==> config.mk <==
export PLATFORM = sky130hd
export DESIGN_NAME = modbus_rtu_request_validator_unit
export DESIGN_NICKNAME = d
export VERILOG_FILES = /design/src/design/mbrv_pkg.sv /design/src/design/modbus_rtu_request_validator_unit.sv
export SDC_FILE = /design/constraint.sdc
export NUM_CORES = 1
export LEC_CHECK = 0
export ABC_CLOCK_PERIOD_IN_PS = 3850
export BUFFER_PORTS_ARGS = -buffer_cell sky130_fd_sc_hd__clkbuf_2
export CAP_MARGIN = 20
export CORE_MARGIN = 3
export CORE_UTILIZATION = 54
export DETAILED_ROUTE_END_ITERATION = 12
export PLACE_DENSITY = 0.76
export SYNTH_ARGS = -nofsm -noshare
export SYNTH_HDL_FRONTEND = slang
export SYNTH_SLANG_ARGS = --single-unit
==> constraint.sdc <==
create_clock -name clk -period 3.85 [get_ports clk]
set_clock_uncertainty 0.1 [all_clocks]
set_input_delay 1.155 -clock clk [delete_from_list [all_inputs] [get_ports clk]]
set_output_delay 1.155 -clock clk [all_outputs]
set_load 0.01 [all_outputs]
==> src/design/mbrv_pkg.sv <==
// ----------------------------------------------------------------------------
// Modbus RTU request validator package
// Beat types, protocol constants and the byte-wide CRC-16 update.
// ----------------------------------------------------------------------------
package mbrv_pkg;

	// One received byte and its start-of-frame marker.
	typedef struct packed {
		logic [7:0] rx_byte;
		logic       frame_start;
	} mbrv_req_t;

	// One frame verdict.
	typedef struct packed {
		logic       accepted;
		logic [7:0] frame_len;
	} mbrv_res_t;

	localparam logic [15:0] CRC_INIT = 16'hFFFF;
	localparam logic [15:0] CRC_POLY = 16'hA001;

	localparam logic [7:0] FN_READ_HOLDING = 8'h03;
	localparam logic [7:0] FN_WRITE_MULTI  = 8'h10;

	localparam logic [7:0] SLAVE_ADDR_RESET = 8'd1;

	// Frame lengths: a read request is fixed, a write request carries
	// two data bytes per register plus a fixed overhead.
	localparam int          FRAME_LEN_MAX  = 255;
	localparam int          WRITE_LEN_BASE = 9;
	localparam logic [7:0]  READ_LEN       = 8'd8;
	localparam logic [7:0]  WRITE_BASE     = 8'(WRITE_LEN_BASE);
	localparam logic [7:0]  QTY_LIMIT      = 8'((FRAME_LEN_MAX - WRITE_LEN_BASE) / 2);

	// Byte positions inside the request that carry decoded fields.
	localparam logic [7:0] POS_ADDR   = 8'd0;
	localparam logic [7:0] POS_FUNC   = 8'd1;
	localparam logic [7:0] POS_QTY_HI = 8'd4;
	localparam logic [7:0] POS_QTY_LO = 8'd5;

	// Reflected CRC-16 over one byte, least significant bit first.
	function automatic logic [15:0] crc16_byte(input logic [15:0] crc,
			input logic [7:0] data);
		logic [15:0] c;
		c = crc ^ {8'h00, data};
		for (int k = 0; k < 8; k++) begin
			if (c[0]) begin
				c = (c >> 1) ^ CRC_POLY;
			end else begin
				c = c >> 1;
			end
		end
		return c;
	endfunction

endpackage

==> src/design/modbus_rtu_request_validator_unit.sv <==
// ----------------------------------------------------------------------------
// Modbus RTU request validator
// Checks address, function code, length and CRC-16 of incoming requests.
// ----------------------------------------------------------------------------
// Path: the byte deciding a verdict is held in the input register, and the
// verdict is registered in the result register before it is shown on res.
// Throughput: one byte beat per cycle unless res stalls; the byte-wide CRC
// update and field decode sit between the input and result registers.
// Reset: arst_n clears all control and frame state asynchronously; the block
// comes out idle with the slave address at 1 and no clearing pass.
module modbus_rtu_request_validator_unit (
	input  logic               clk,
	input  logic               arst_n,
	// Configuration: slave address write.
	input  logic               cfg_valid,
	output logic               cfg_ready,
	input  logic [7:0]         cfg_data,
	// Request byte channel.
	input  logic               req_valid,
	output logic               req_stall,
	input  mbrv_pkg::mbrv_req_t req,
	// Verdict channel.
	output logic               res_valid,
	input  logic               res_stall,
	output mbrv_pkg::mbrv_res_t res
);
	import mbrv_pkg::*;

	// Configuration register. Write it only while the block is idle;
	// the block does not enforce this, and the port never holds off a write.
	logic [7:0] slave_addr_q;

	// Input register stage.
	logic      valid_s1;
	mbrv_req_t req_s1;

	// Frame state carried between bytes.
	logic        active_q;
	logic [7:0]  pos_q;
	logic [15:0] crc_q;
	logic [7:0]  exp_len_q;
	logic [7:0]  fn_q;
	logic [7:0]  qty_hi_q;

	// Result register.
	logic      res_valid_q;
	mbrv_res_t res_q;

	// Decode of the byte held in the input register.
	logic        out_free;
	logic        advance;
	logic        start;
	logic        live;
	logic [7:0]  pos_cur;
	logic [15:0] crc_cur;
	logic [15:0] crc_new;
	logic [7:0]  fn_cur;
	logic [7:0]  exp_cur;
	logic [7:0]  qhi_cur;
	logic [7:0]  fn_nxt;
	logic [7:0]  exp_nxt;
	logic [7:0]  qhi_nxt;
	logic        reject;
	logic        complete;
	logic        done;
	mbrv_res_t   verdict;

	assign cfg_ready = 1'b1;

	always_ff @(posedge clk or negedge arst_n) begin
		if (!arst_n) begin
			slave_addr_q <= SLAVE_ADDR_RESET;
		end else if (cfg_valid && cfg_ready) begin
			slave_addr_q <= cfg_data;
		end
	end

	// The result register can take a new verdict when it is empty or its
	// current beat leaves this cycle. The input stage moves on under the
	// same condition, so only downstream backpressure stalls the request side.
	assign out_free  = !res_valid_q || !res_stall;
	assign advance   = valid_s1 && out_free;
	assign req_stall = valid_s1 && !out_free;

	always_ff @(posedge clk or negedge arst_n) begin
		if (!arst_n) begin
			valid_s1 <= 1'b0;
		end else if (!req_stall) begin
			valid_s1 <= req_valid;
		end
	end

	always_ff @(posedge clk) begin
		if (!req_stall) begin
			req_s1 <= req;
		end
	end

	// A start-of-frame byte begins from the idle state, dropping any
	// partial frame; a byte with no frame open is ignored.
	assign start   = req_s1.frame_start;
	assign live    = start || active_q;
	assign pos_cur = start ? POS_ADDR : pos_q;
	assign crc_cur = start ? CRC_INIT : crc_q;
	assign fn_cur  = start ? 8'h00 : fn_q;
	assign exp_cur = start ? 8'h00 : exp_len_q;
	assign qhi_cur = start ? 8'h00 : qty_hi_q;
	assign crc_new = crc16_byte(crc_cur, req_s1.rx_byte);

	always_comb begin
		fn_nxt  = fn_cur;
		exp_nxt = exp_cur;
		qhi_nxt = qhi_cur;
		reject  = 1'b0;
		case (pos_cur)
			POS_ADDR: begin
				if (req_s1.rx_byte != slave_addr_q) begin
					reject = 1'b1;
				end
			end
			POS_FUNC: begin
				fn_nxt = req_s1.rx_byte;
				if (req_s1.rx_byte == FN_READ_HOLDING) begin
					exp_nxt = READ_LEN;
				end else if (req_s1.rx_byte != FN_WRITE_MULTI) begin
					reject = 1'b1;
				end
			end
			POS_QTY_HI: begin
				if (fn_cur == FN_WRITE_MULTI) begin
					qhi_nxt = req_s1.rx_byte;
				end
			end
			POS_QTY_LO: begin
				// The write length 2*quantity+9 fits in a byte only when the
				// high quantity byte is zero and the low byte is small enough.
				if (fn_cur == FN_WRITE_MULTI) begin
					if (qhi_cur != 8'h00 || req_s1.rx_byte > QTY_LIMIT) begin
						reject = 1'b1;
					end else begin
						exp_nxt = {req_s1.rx_byte[6:0], 1'b0} + WRITE_BASE;
					end
				end
			end
			default: begin
			end
		endcase
	end

	// The last byte of a frame is the one whose position reaches the known
	// length; the CRC over the whole frame, trailer included, must be zero.
	assign complete = !reject && (exp_nxt != 8'h00) && (pos_cur + 8'd1 == exp_nxt);
	assign done     = reject || complete;

	always_comb begin
		verdict.accepted  = complete && (crc_new == 16'h0000);
		verdict.frame_len = verdict.accepted ? exp_nxt : 8'h00;
	end

	always_ff @(posedge clk or negedge arst_n) begin
		if (!arst_n) begin
			active_q  <= 1'b0;
			pos_q     <= 8'h00;
			crc_q     <= CRC_INIT;
			exp_len_q <= 8'h00;
			fn_q      <= 8'h00;
			qty_hi_q  <= 8'h00;
		end else if (advance && live) begin
			if (done) begin
				active_q  <= 1'b0;
				pos_q     <= 8'h00;
				crc_q     <= CRC_INIT;
				exp_len_q <= 8'h00;
				fn_q      <= 8'h00;
				qty_hi_q  <= 8'h00;
			end else begin
				active_q  <= 1'b1;
				pos_q     <= pos_cur + 8'd1;
				crc_q     <= crc_new;
				exp_len_q <= exp_nxt;
				fn_q      <= fn_nxt;
				qty_hi_q  <= qhi_nxt;
			end
		end
	end

	always_ff @(posedge clk or negedge arst_n) begin
		if (!arst_n) begin
			res_valid_q <= 1'b0;
		end else if (out_free) begin
			res_valid_q <= valid_s1 && live && done;
		end
	end

	always_ff @(posedge clk) begin
		if (out_free) begin
			res_q <= verdict;
		end
	end

	assign res_valid = res_valid_q;
	assign res       = res_q;

	// A rejected frame always reports a zero length.
	assert property (@(posedge clk) disable iff (!arst_n)
		res_valid_q && !res_q.accepted |-> res_q.frame_len == 8'h00)
		else $error("rejected verdict with nonzero length");

	// No accepted frame is shorter than a read request.
	assert property (@(posedge clk) disable iff (!arst_n)
		res_valid_q && res_q.accepted |-> res_q.frame_len >= READ_LEN)
		else $error("accepted frame shorter than minimum");

	// While idle the frame state sits at its starting values.
	assert property (@(posedge clk) disable iff (!arst_n)
		!active_q |-> pos_q == 8'h00 && crc_q == CRC_INIT && exp_len_q == 8'h00)
		else $error("idle with stale frame state");

	// The request side is held off only by a verdict waiting downstream.
	assert property (@(posedge clk) disable iff (!arst_n)
		req_stall |-> res_valid_q && res_stall)
		else $error("request stalled without downstream backpressure");

	// A stalled request byte stays in the input register.
	assert property (@(posedge clk) disable iff (!arst_n)
		req_stall |=> valid_s1 && $stable(req_s1))
		else $error("input register changed while stalled");

endmodule

# Word-level counts from Yosys, hierarchy flattened
# Cells that the tools add are included.
classes:
  n_addsub: 2
  magnitude_cmp: 1
  n_eq_ne: 8
  n_mux: 32
  bitwise: 9
  n_reduce_logical: 20
op_table:
  columns: ["cell", "n"]
  rows:
  - ["$mux W16", 10]
  - ["$mux W8", 14]
  - ["$not A2 Y3", 8]
  - ["$eq A8 B3 Y1 const B", 2]
  - ["$logic_not A16 Y1", 1]
  - ["$pmux W8 S2", 1]
  - ["$reduce_bool A8 Y1", 2]
  - ["$xor A16 B8 Y16", 1]
  - ["$add A8 B1 Y8 const B", 1]
  - ["$add A8 B4 Y8 const B", 1]
  - ["$eq A8 B1 Y1 const B", 1]
  - ["$eq A8 B2 Y1 const B", 1]
  - ["$eq A8 B5 Y1 const B", 1]
  - ["$eq A8 B8 Y1", 1]
  - ["$gt A8 B7 Y1 const B", 1]
  - ["$logic_and A1 B1 Y1", 8]
  - ["$logic_not A8 Y1", 1]
  - ["$ne A8 B5 Y1 const B", 1]
  - ["$ne A8 B8 Y1", 1]
  - ["$mux W1", 6]
  - ["$logic_not A1 Y1", 4]
  - ["$logic_or A1 B1 Y1", 4]
  - ["$pmux W1 S3", 1]
totals:
  ff_bits: 77
  in_bits: 22
  out_inout_bits: 12
  word_cells: 85

# Longest topological paths before layout
depth:
  ltp_word: 20
  depth_mapped: 17
  depth_no_buf: 13

# Worst setup path after synthesis
# OpenSTA, ideal clock, no wires.
synth_timing:
  path_kind: "register to register"
  from: "reg req_s1 (netlist bit start)"
  to: "reg res_q (netlist bit res[7]), data pin"
  setup_ps: 141
  arrival_ps: 3792
  t_required_ps: 3609
  setup_slack_ps: -183
  stages_incl_launch_ff: 16
  n_path_buf: 3
  synth_period_minus_slack_ps: 4033
  path_cell_list: "edfxtp_1 -> clkbuf_1 -> clkinv_1 -> nand2_1 -> ha_1 -> and4bb_2 -> nand2_4 -> or4_4 -> buf_6 -> mux2i_4 -> o221ai_2 -> a2111oi_4 -> nand4_1 -> or4_1 -> buf_4 -> a21oi_2"
synth_via:
  elab_chain_len: 14
  elab_cells_between_ends: 43
  classes_between: "1 x add/sub; 4 x eq/ne; 20 x mux; 9 x bitwise; 9 x reduce/logical"
synth_rtl:
  columns: ["element", "line_no", "text"]
  rows:
  - ["start, declared", "modbus_rtu_request_validator_unit.sv:35", "mbrv_req_t req_s1;"]
  - ["start signal, assigned", "modbus_rtu_request_validator_unit.sv:95", "req_s1 <= req;"]
  - ["$mux W16", "modbus_rtu_request_validator_unit.sv:104", "assign crc_cur = start ? CRC_INIT : crc_q;"]
  - ["$xor A16 B8 Y16", "mbrv_pkg.sv:45", "c = crc ^ {8'h00, data};"]
  - ["$mux W16 / $not A2 Y3 (equally long branches) (3 in a row)", null, null]
  - ["$not A2 Y3 (no source line) / $mux W16 (equally long branches)", null, null]
  - ["$mux W16 / $not A2 Y3 (equally long branches) (3 in a row)", null, null]
  - ["$not A2 Y3 (no source line) / $mux W16 (equally long branches)", null, null]
  - ["$mux W16 / $not A2 Y3 (equally long branches)", null, null]
  - ["$mux W16", "mbrv_pkg.sv:47", "if (c[0]) begin"]
  - ["$logic_not A16 Y1", "modbus_rtu_request_validator_unit.sv:156", "verdict.accepted = complete && (crc_new == 16'h0000);"]
  - ["$logic_and A1 B1 Y1", "modbus_rtu_request_validator_unit.sv:156", null]
  - ["end signal, assigned", "modbus_rtu_request_validator_unit.sv:197", "res_q <= verdict;"]
  - ["end, declared", "modbus_rtu_request_validator_unit.sv:47", "mbrv_res_t res_q;"]
# Parallel ways exist; a longest one is shown, timed or not.
# A chain may end at the register's enable or synchronous reset.

# Worst setup path after layout
layout_timing:
  from: "reg req_s1 (netlist bit start)"
  to: "reg res_q (netlist bit res[6]), data pin"
# Same word-level chain as after synthesis.

==> metrics.yaml <==
yosysMostFrequentCell: "dfrtp_1"
drc_errors: 0
die_w_um: 95.9
worstSetupPathDepth: 13
antenna_found_initial: 0
static-leakage-power_nw: 2.13
avgSynthCellArea_sq_um: 10.0
setup_violations: 0
synth-compound-area-share_pct: 12.7
ir_drop_mv: 0.306
critPathSlowestCell: "or4_4"
synth_area_sq_mm: 0.00437
coreArea_sq_mm: 0.00781
period_needed_ns: 3.73
end_kind: "register"
place_congestion: 0.968
period_share_pct: 96.8
synth_top_family_by_area: "simple AND/OR/NAND/NOR gates"
clk_pin_slew_ns: 0.08
ff_latch_area_sq_mm: 0.00204
fp.dieH_um: 95.9
cts-root-buf: "clkbuf_8"
critPathKind: "register to register"
cellPowerDensity_mw_per_mm2: 446
worst_slack_ns: 0.123
ys_types: 70
hold_class: "register to register"
pre_cts_ws_ns: -0.139
cts_made_buffers: 9
synth_commonest_cells: "dfrtp_1, nor2_1, nand2_1, xnor2_1, xor2_1"
port_buffers: 32
totalWireLength_mm: 10.2
synth-seq-area-share_pct: 46.7
rows: 32
postPlaceCellArea_sq_mm: 0.00478
cpMostUsedCell: "or4_4"
r2r_cells: 13
synth_cells: 435
grt_remaining_overflow: 0
routedWlPerCell_um: 17.1
multi_input_area_sq_mm: 0.00220
initial_utilization_pct: 55.9
p_comb_share_pct: 29.3
crit_family: "simple AND/OR/NAND/NOR gates"
synth.area.top_cells: "dfrtp_1, edfxtp_1, dfstp_2"
synth_edf_count: 18
crit_chain: "clkinv_2 > nand2_2 > inv_2 > ha_4 > and4bb_2 > nand2_4 > or4_4 > mux2i_4 > o221ai_2 > a2111oi_4 > nand4_1 > or4_4 > nor2b_2"
ys_seq_elements: 77
grt_pass1_wl_mm: 16.3
vias: 3535
maxSlewViolCount: 0
start_kind: "register"
relSlewSlack_pct: 43.9
synth_top_cell_area_share_pct: 24.1
clock_latency_ns: 0.36
cts.sinks: 77
crit_arrival_ns: 3.84
hold_depth: 1
drt_iter0_markers: 175
yosys.area.top_type: "dfrtp_1"
htreeDepth: 3
antenna_cells: 0
fillers: 638
swShare_pct: 33.5
critPathMaxStageDelay_ns: 0.62
drt_first_pass_iters: 5
fmax_mhz: 268
synth_ff_type: "dfrtp_1"
status: "completed"
worstMarginPinSlew_ns: 0.842
hold_viol_final: 0
detail-route-antenna-nets: 0
critPathMaxFanout: 6
cts.hold.buffers_added: 0
synth-xor-area-share_pct: 10.4
grt_max_degree: 36
grt_pass1_vias: 3402
clockPowerShare_pct: 27.1
die_area_sq_mm: 0.00920
p_int_mw: 1.52
design_area_sq_mm: 0.00512
ioPinCount: 34
path_buf_inv: 2
clockBufferDepth: 2
grt_usage_pct: 23.4
hpwl_mm: 7.39
drv_cap: 0
syn2layout_area_growth_pct: 17.3
tritoncts: "built"
syn_nets: 464
nets: 517
switchingPower_uw: 765
synthMuxAreaShare_pct: 3.12
cp.required_ns: 3.97
synthArstFlopShare_pct: 76.6
drive_gt1_share_pct: 29.2
yosys_warnings: 0
synthAdderAreaFrac_pct: 2.01
seq_power_share_pct: 43.7
synthSimpleGateAreaFrac_pct: 20.1
viasPerCell: 5.94
worst reg2reg max path, delay by kind of cell, from the launching register on:
| kind | cells | cell delay (ns) |
|---|---|---|
| adder cells (fa/ha/maj) | 1 | 0.13 |
| flip-flops | 1 | 0.45 |
| AND/OR/NAND/NOR | 7 | 1.91 |
| multiplexers | 1 | 0.27 |
| buffers and inverters | 2 | 0.20 |
| AO/OA/AOI/OAI | 2 | 0.55 |
power groups by stage:
| stage | Clock, mW | Sequential (mW) | Combinational [mW] |
|---|---|---|---|
| floorplan | 0 | 1.00 | 0.409 |
| global placement | 0 | 1.01 | 0.609 |
| detailed placement | 0 | 1.01 | 0.616 |
| CTS | 0.625 | 0.997 | 0.621 |
| global route | 0.660 | 1.01 | 0.722 |
| finish | 0.618 | 0.997 | 0.668 |
flip-flops by register name, summed over array words and instances, names as in the netlist:
name	flops
valid_s1	1
res_valid	1
start	1
req_s1	8
crc_q	16
qty_hi_q	8
exp_len_q	8
slave_addr_q	8
active_q	1
fn_q	8
pos_q	8
res	9
final cells by class:
type                       count  share of cell area, %
inverter                      21                   1.56
clock inverter                 3                  0.464
timing repair buffer          69                   9.28
multi-input combinational    310                   42.9
sequential                    77                   39.8
tap                          102                   2.49
clock buffer                  13                   3.54
stage by stage:
stage	power, mW	instances	setup TNS (ns)	hold WS, ns	util [%]
floorplan	1.41	435	0	0.348	-
global placement	1.62	569	-0.0787	0.383	61.2
detailed placement	1.63	569	-1.01	0.389	61.2
CTS	2.24	585	-0.0592	0.405	63.9
global route	2.39	595	-0.0533	0.438	65.6
finish	2.28	595	0	0.402	65.6
cells in the final DEF (no fill, tap or decap), drive strengths merged, types with 3 or more instances in the layout:
master and n:
a21oi 14, a22o 5, a311oi 3, a31oi 10, and2 7, and3 7
and4 3, buf 37, clkbuf 45, dfrtp 42, dfstp 17, edfxtp 18
ha 7, inv 22, mux2 8, mux2i 3, nand2 36, nand3 14
nand4 10, nor2 47, nor3 9, nor3b 3, nor4 10, nor4b 4
o21ai 13, o22ai 8, o31ai 6, or4 5, xnor2 30, xor2 22
layer usage:
| metal | up-vias | track usage [%] | routed length (um) |
|---|---|---|---|
| met2 | 117 | 36.8 | 4880 |
| met3 | 19 | 5.71 | 560 |
| met5 | - | 0 | 0 |
| li1 | 1660 | - | - |
| met4 | 0 | 10.3 | 187 |
| met1 | 1739 | 30.8 | 4540 |
final timing paths:
kind	from	end	slack, ns
worst min register to register	fn_q[4]$_DFFE_PN0P_	fn_q[4]$_DFFE_PN0P_	0.40
min in group asynchronous	arst_n	slave_addr_q[2]$_DFFE_PN0P_	0.75
worst max-delay path	start$_DFFE_PN_	res[6]$_SDFFCE_PN0N_	0.12
worst max register to register	start$_DFFE_PN_	res[6]$_SDFFCE_PN0N_	0.12
worst min-delay path	fn_q[4]$_DFFE_PN0P_	fn_q[4]$_DFFE_PN0P_	0.40
max in group asynchronous	arst_n	crc_q[6]$_DFFE_PN1P_	2.18
what timing repair did:
action | CTS | global route
setup endpoints to repair | 15 | 59
pin swaps | 0 | 8
gates cloned | 0 | 1
setup buffers | 0 | 9
gates resized for setup | 1 | 13
kinds of logic (layout without fill, tap and decap cells):
| family | after synthesis | count (layout) |
|---|---|---|
| DFF | 77 | 77 |
| xor gates and xnor gates | 52 | 52 |
| adders and majority gates | 7 | 7 |
| buffers and inverters | 49 | 106 |
| AOI/OAI and AO/OA | 77 | 77 |
| and+or+nand+nor | 161 | 162 |
| muxes | 11 | 11 |
| other | 1 | 1 |
Power figures use the tool's default switching activity.
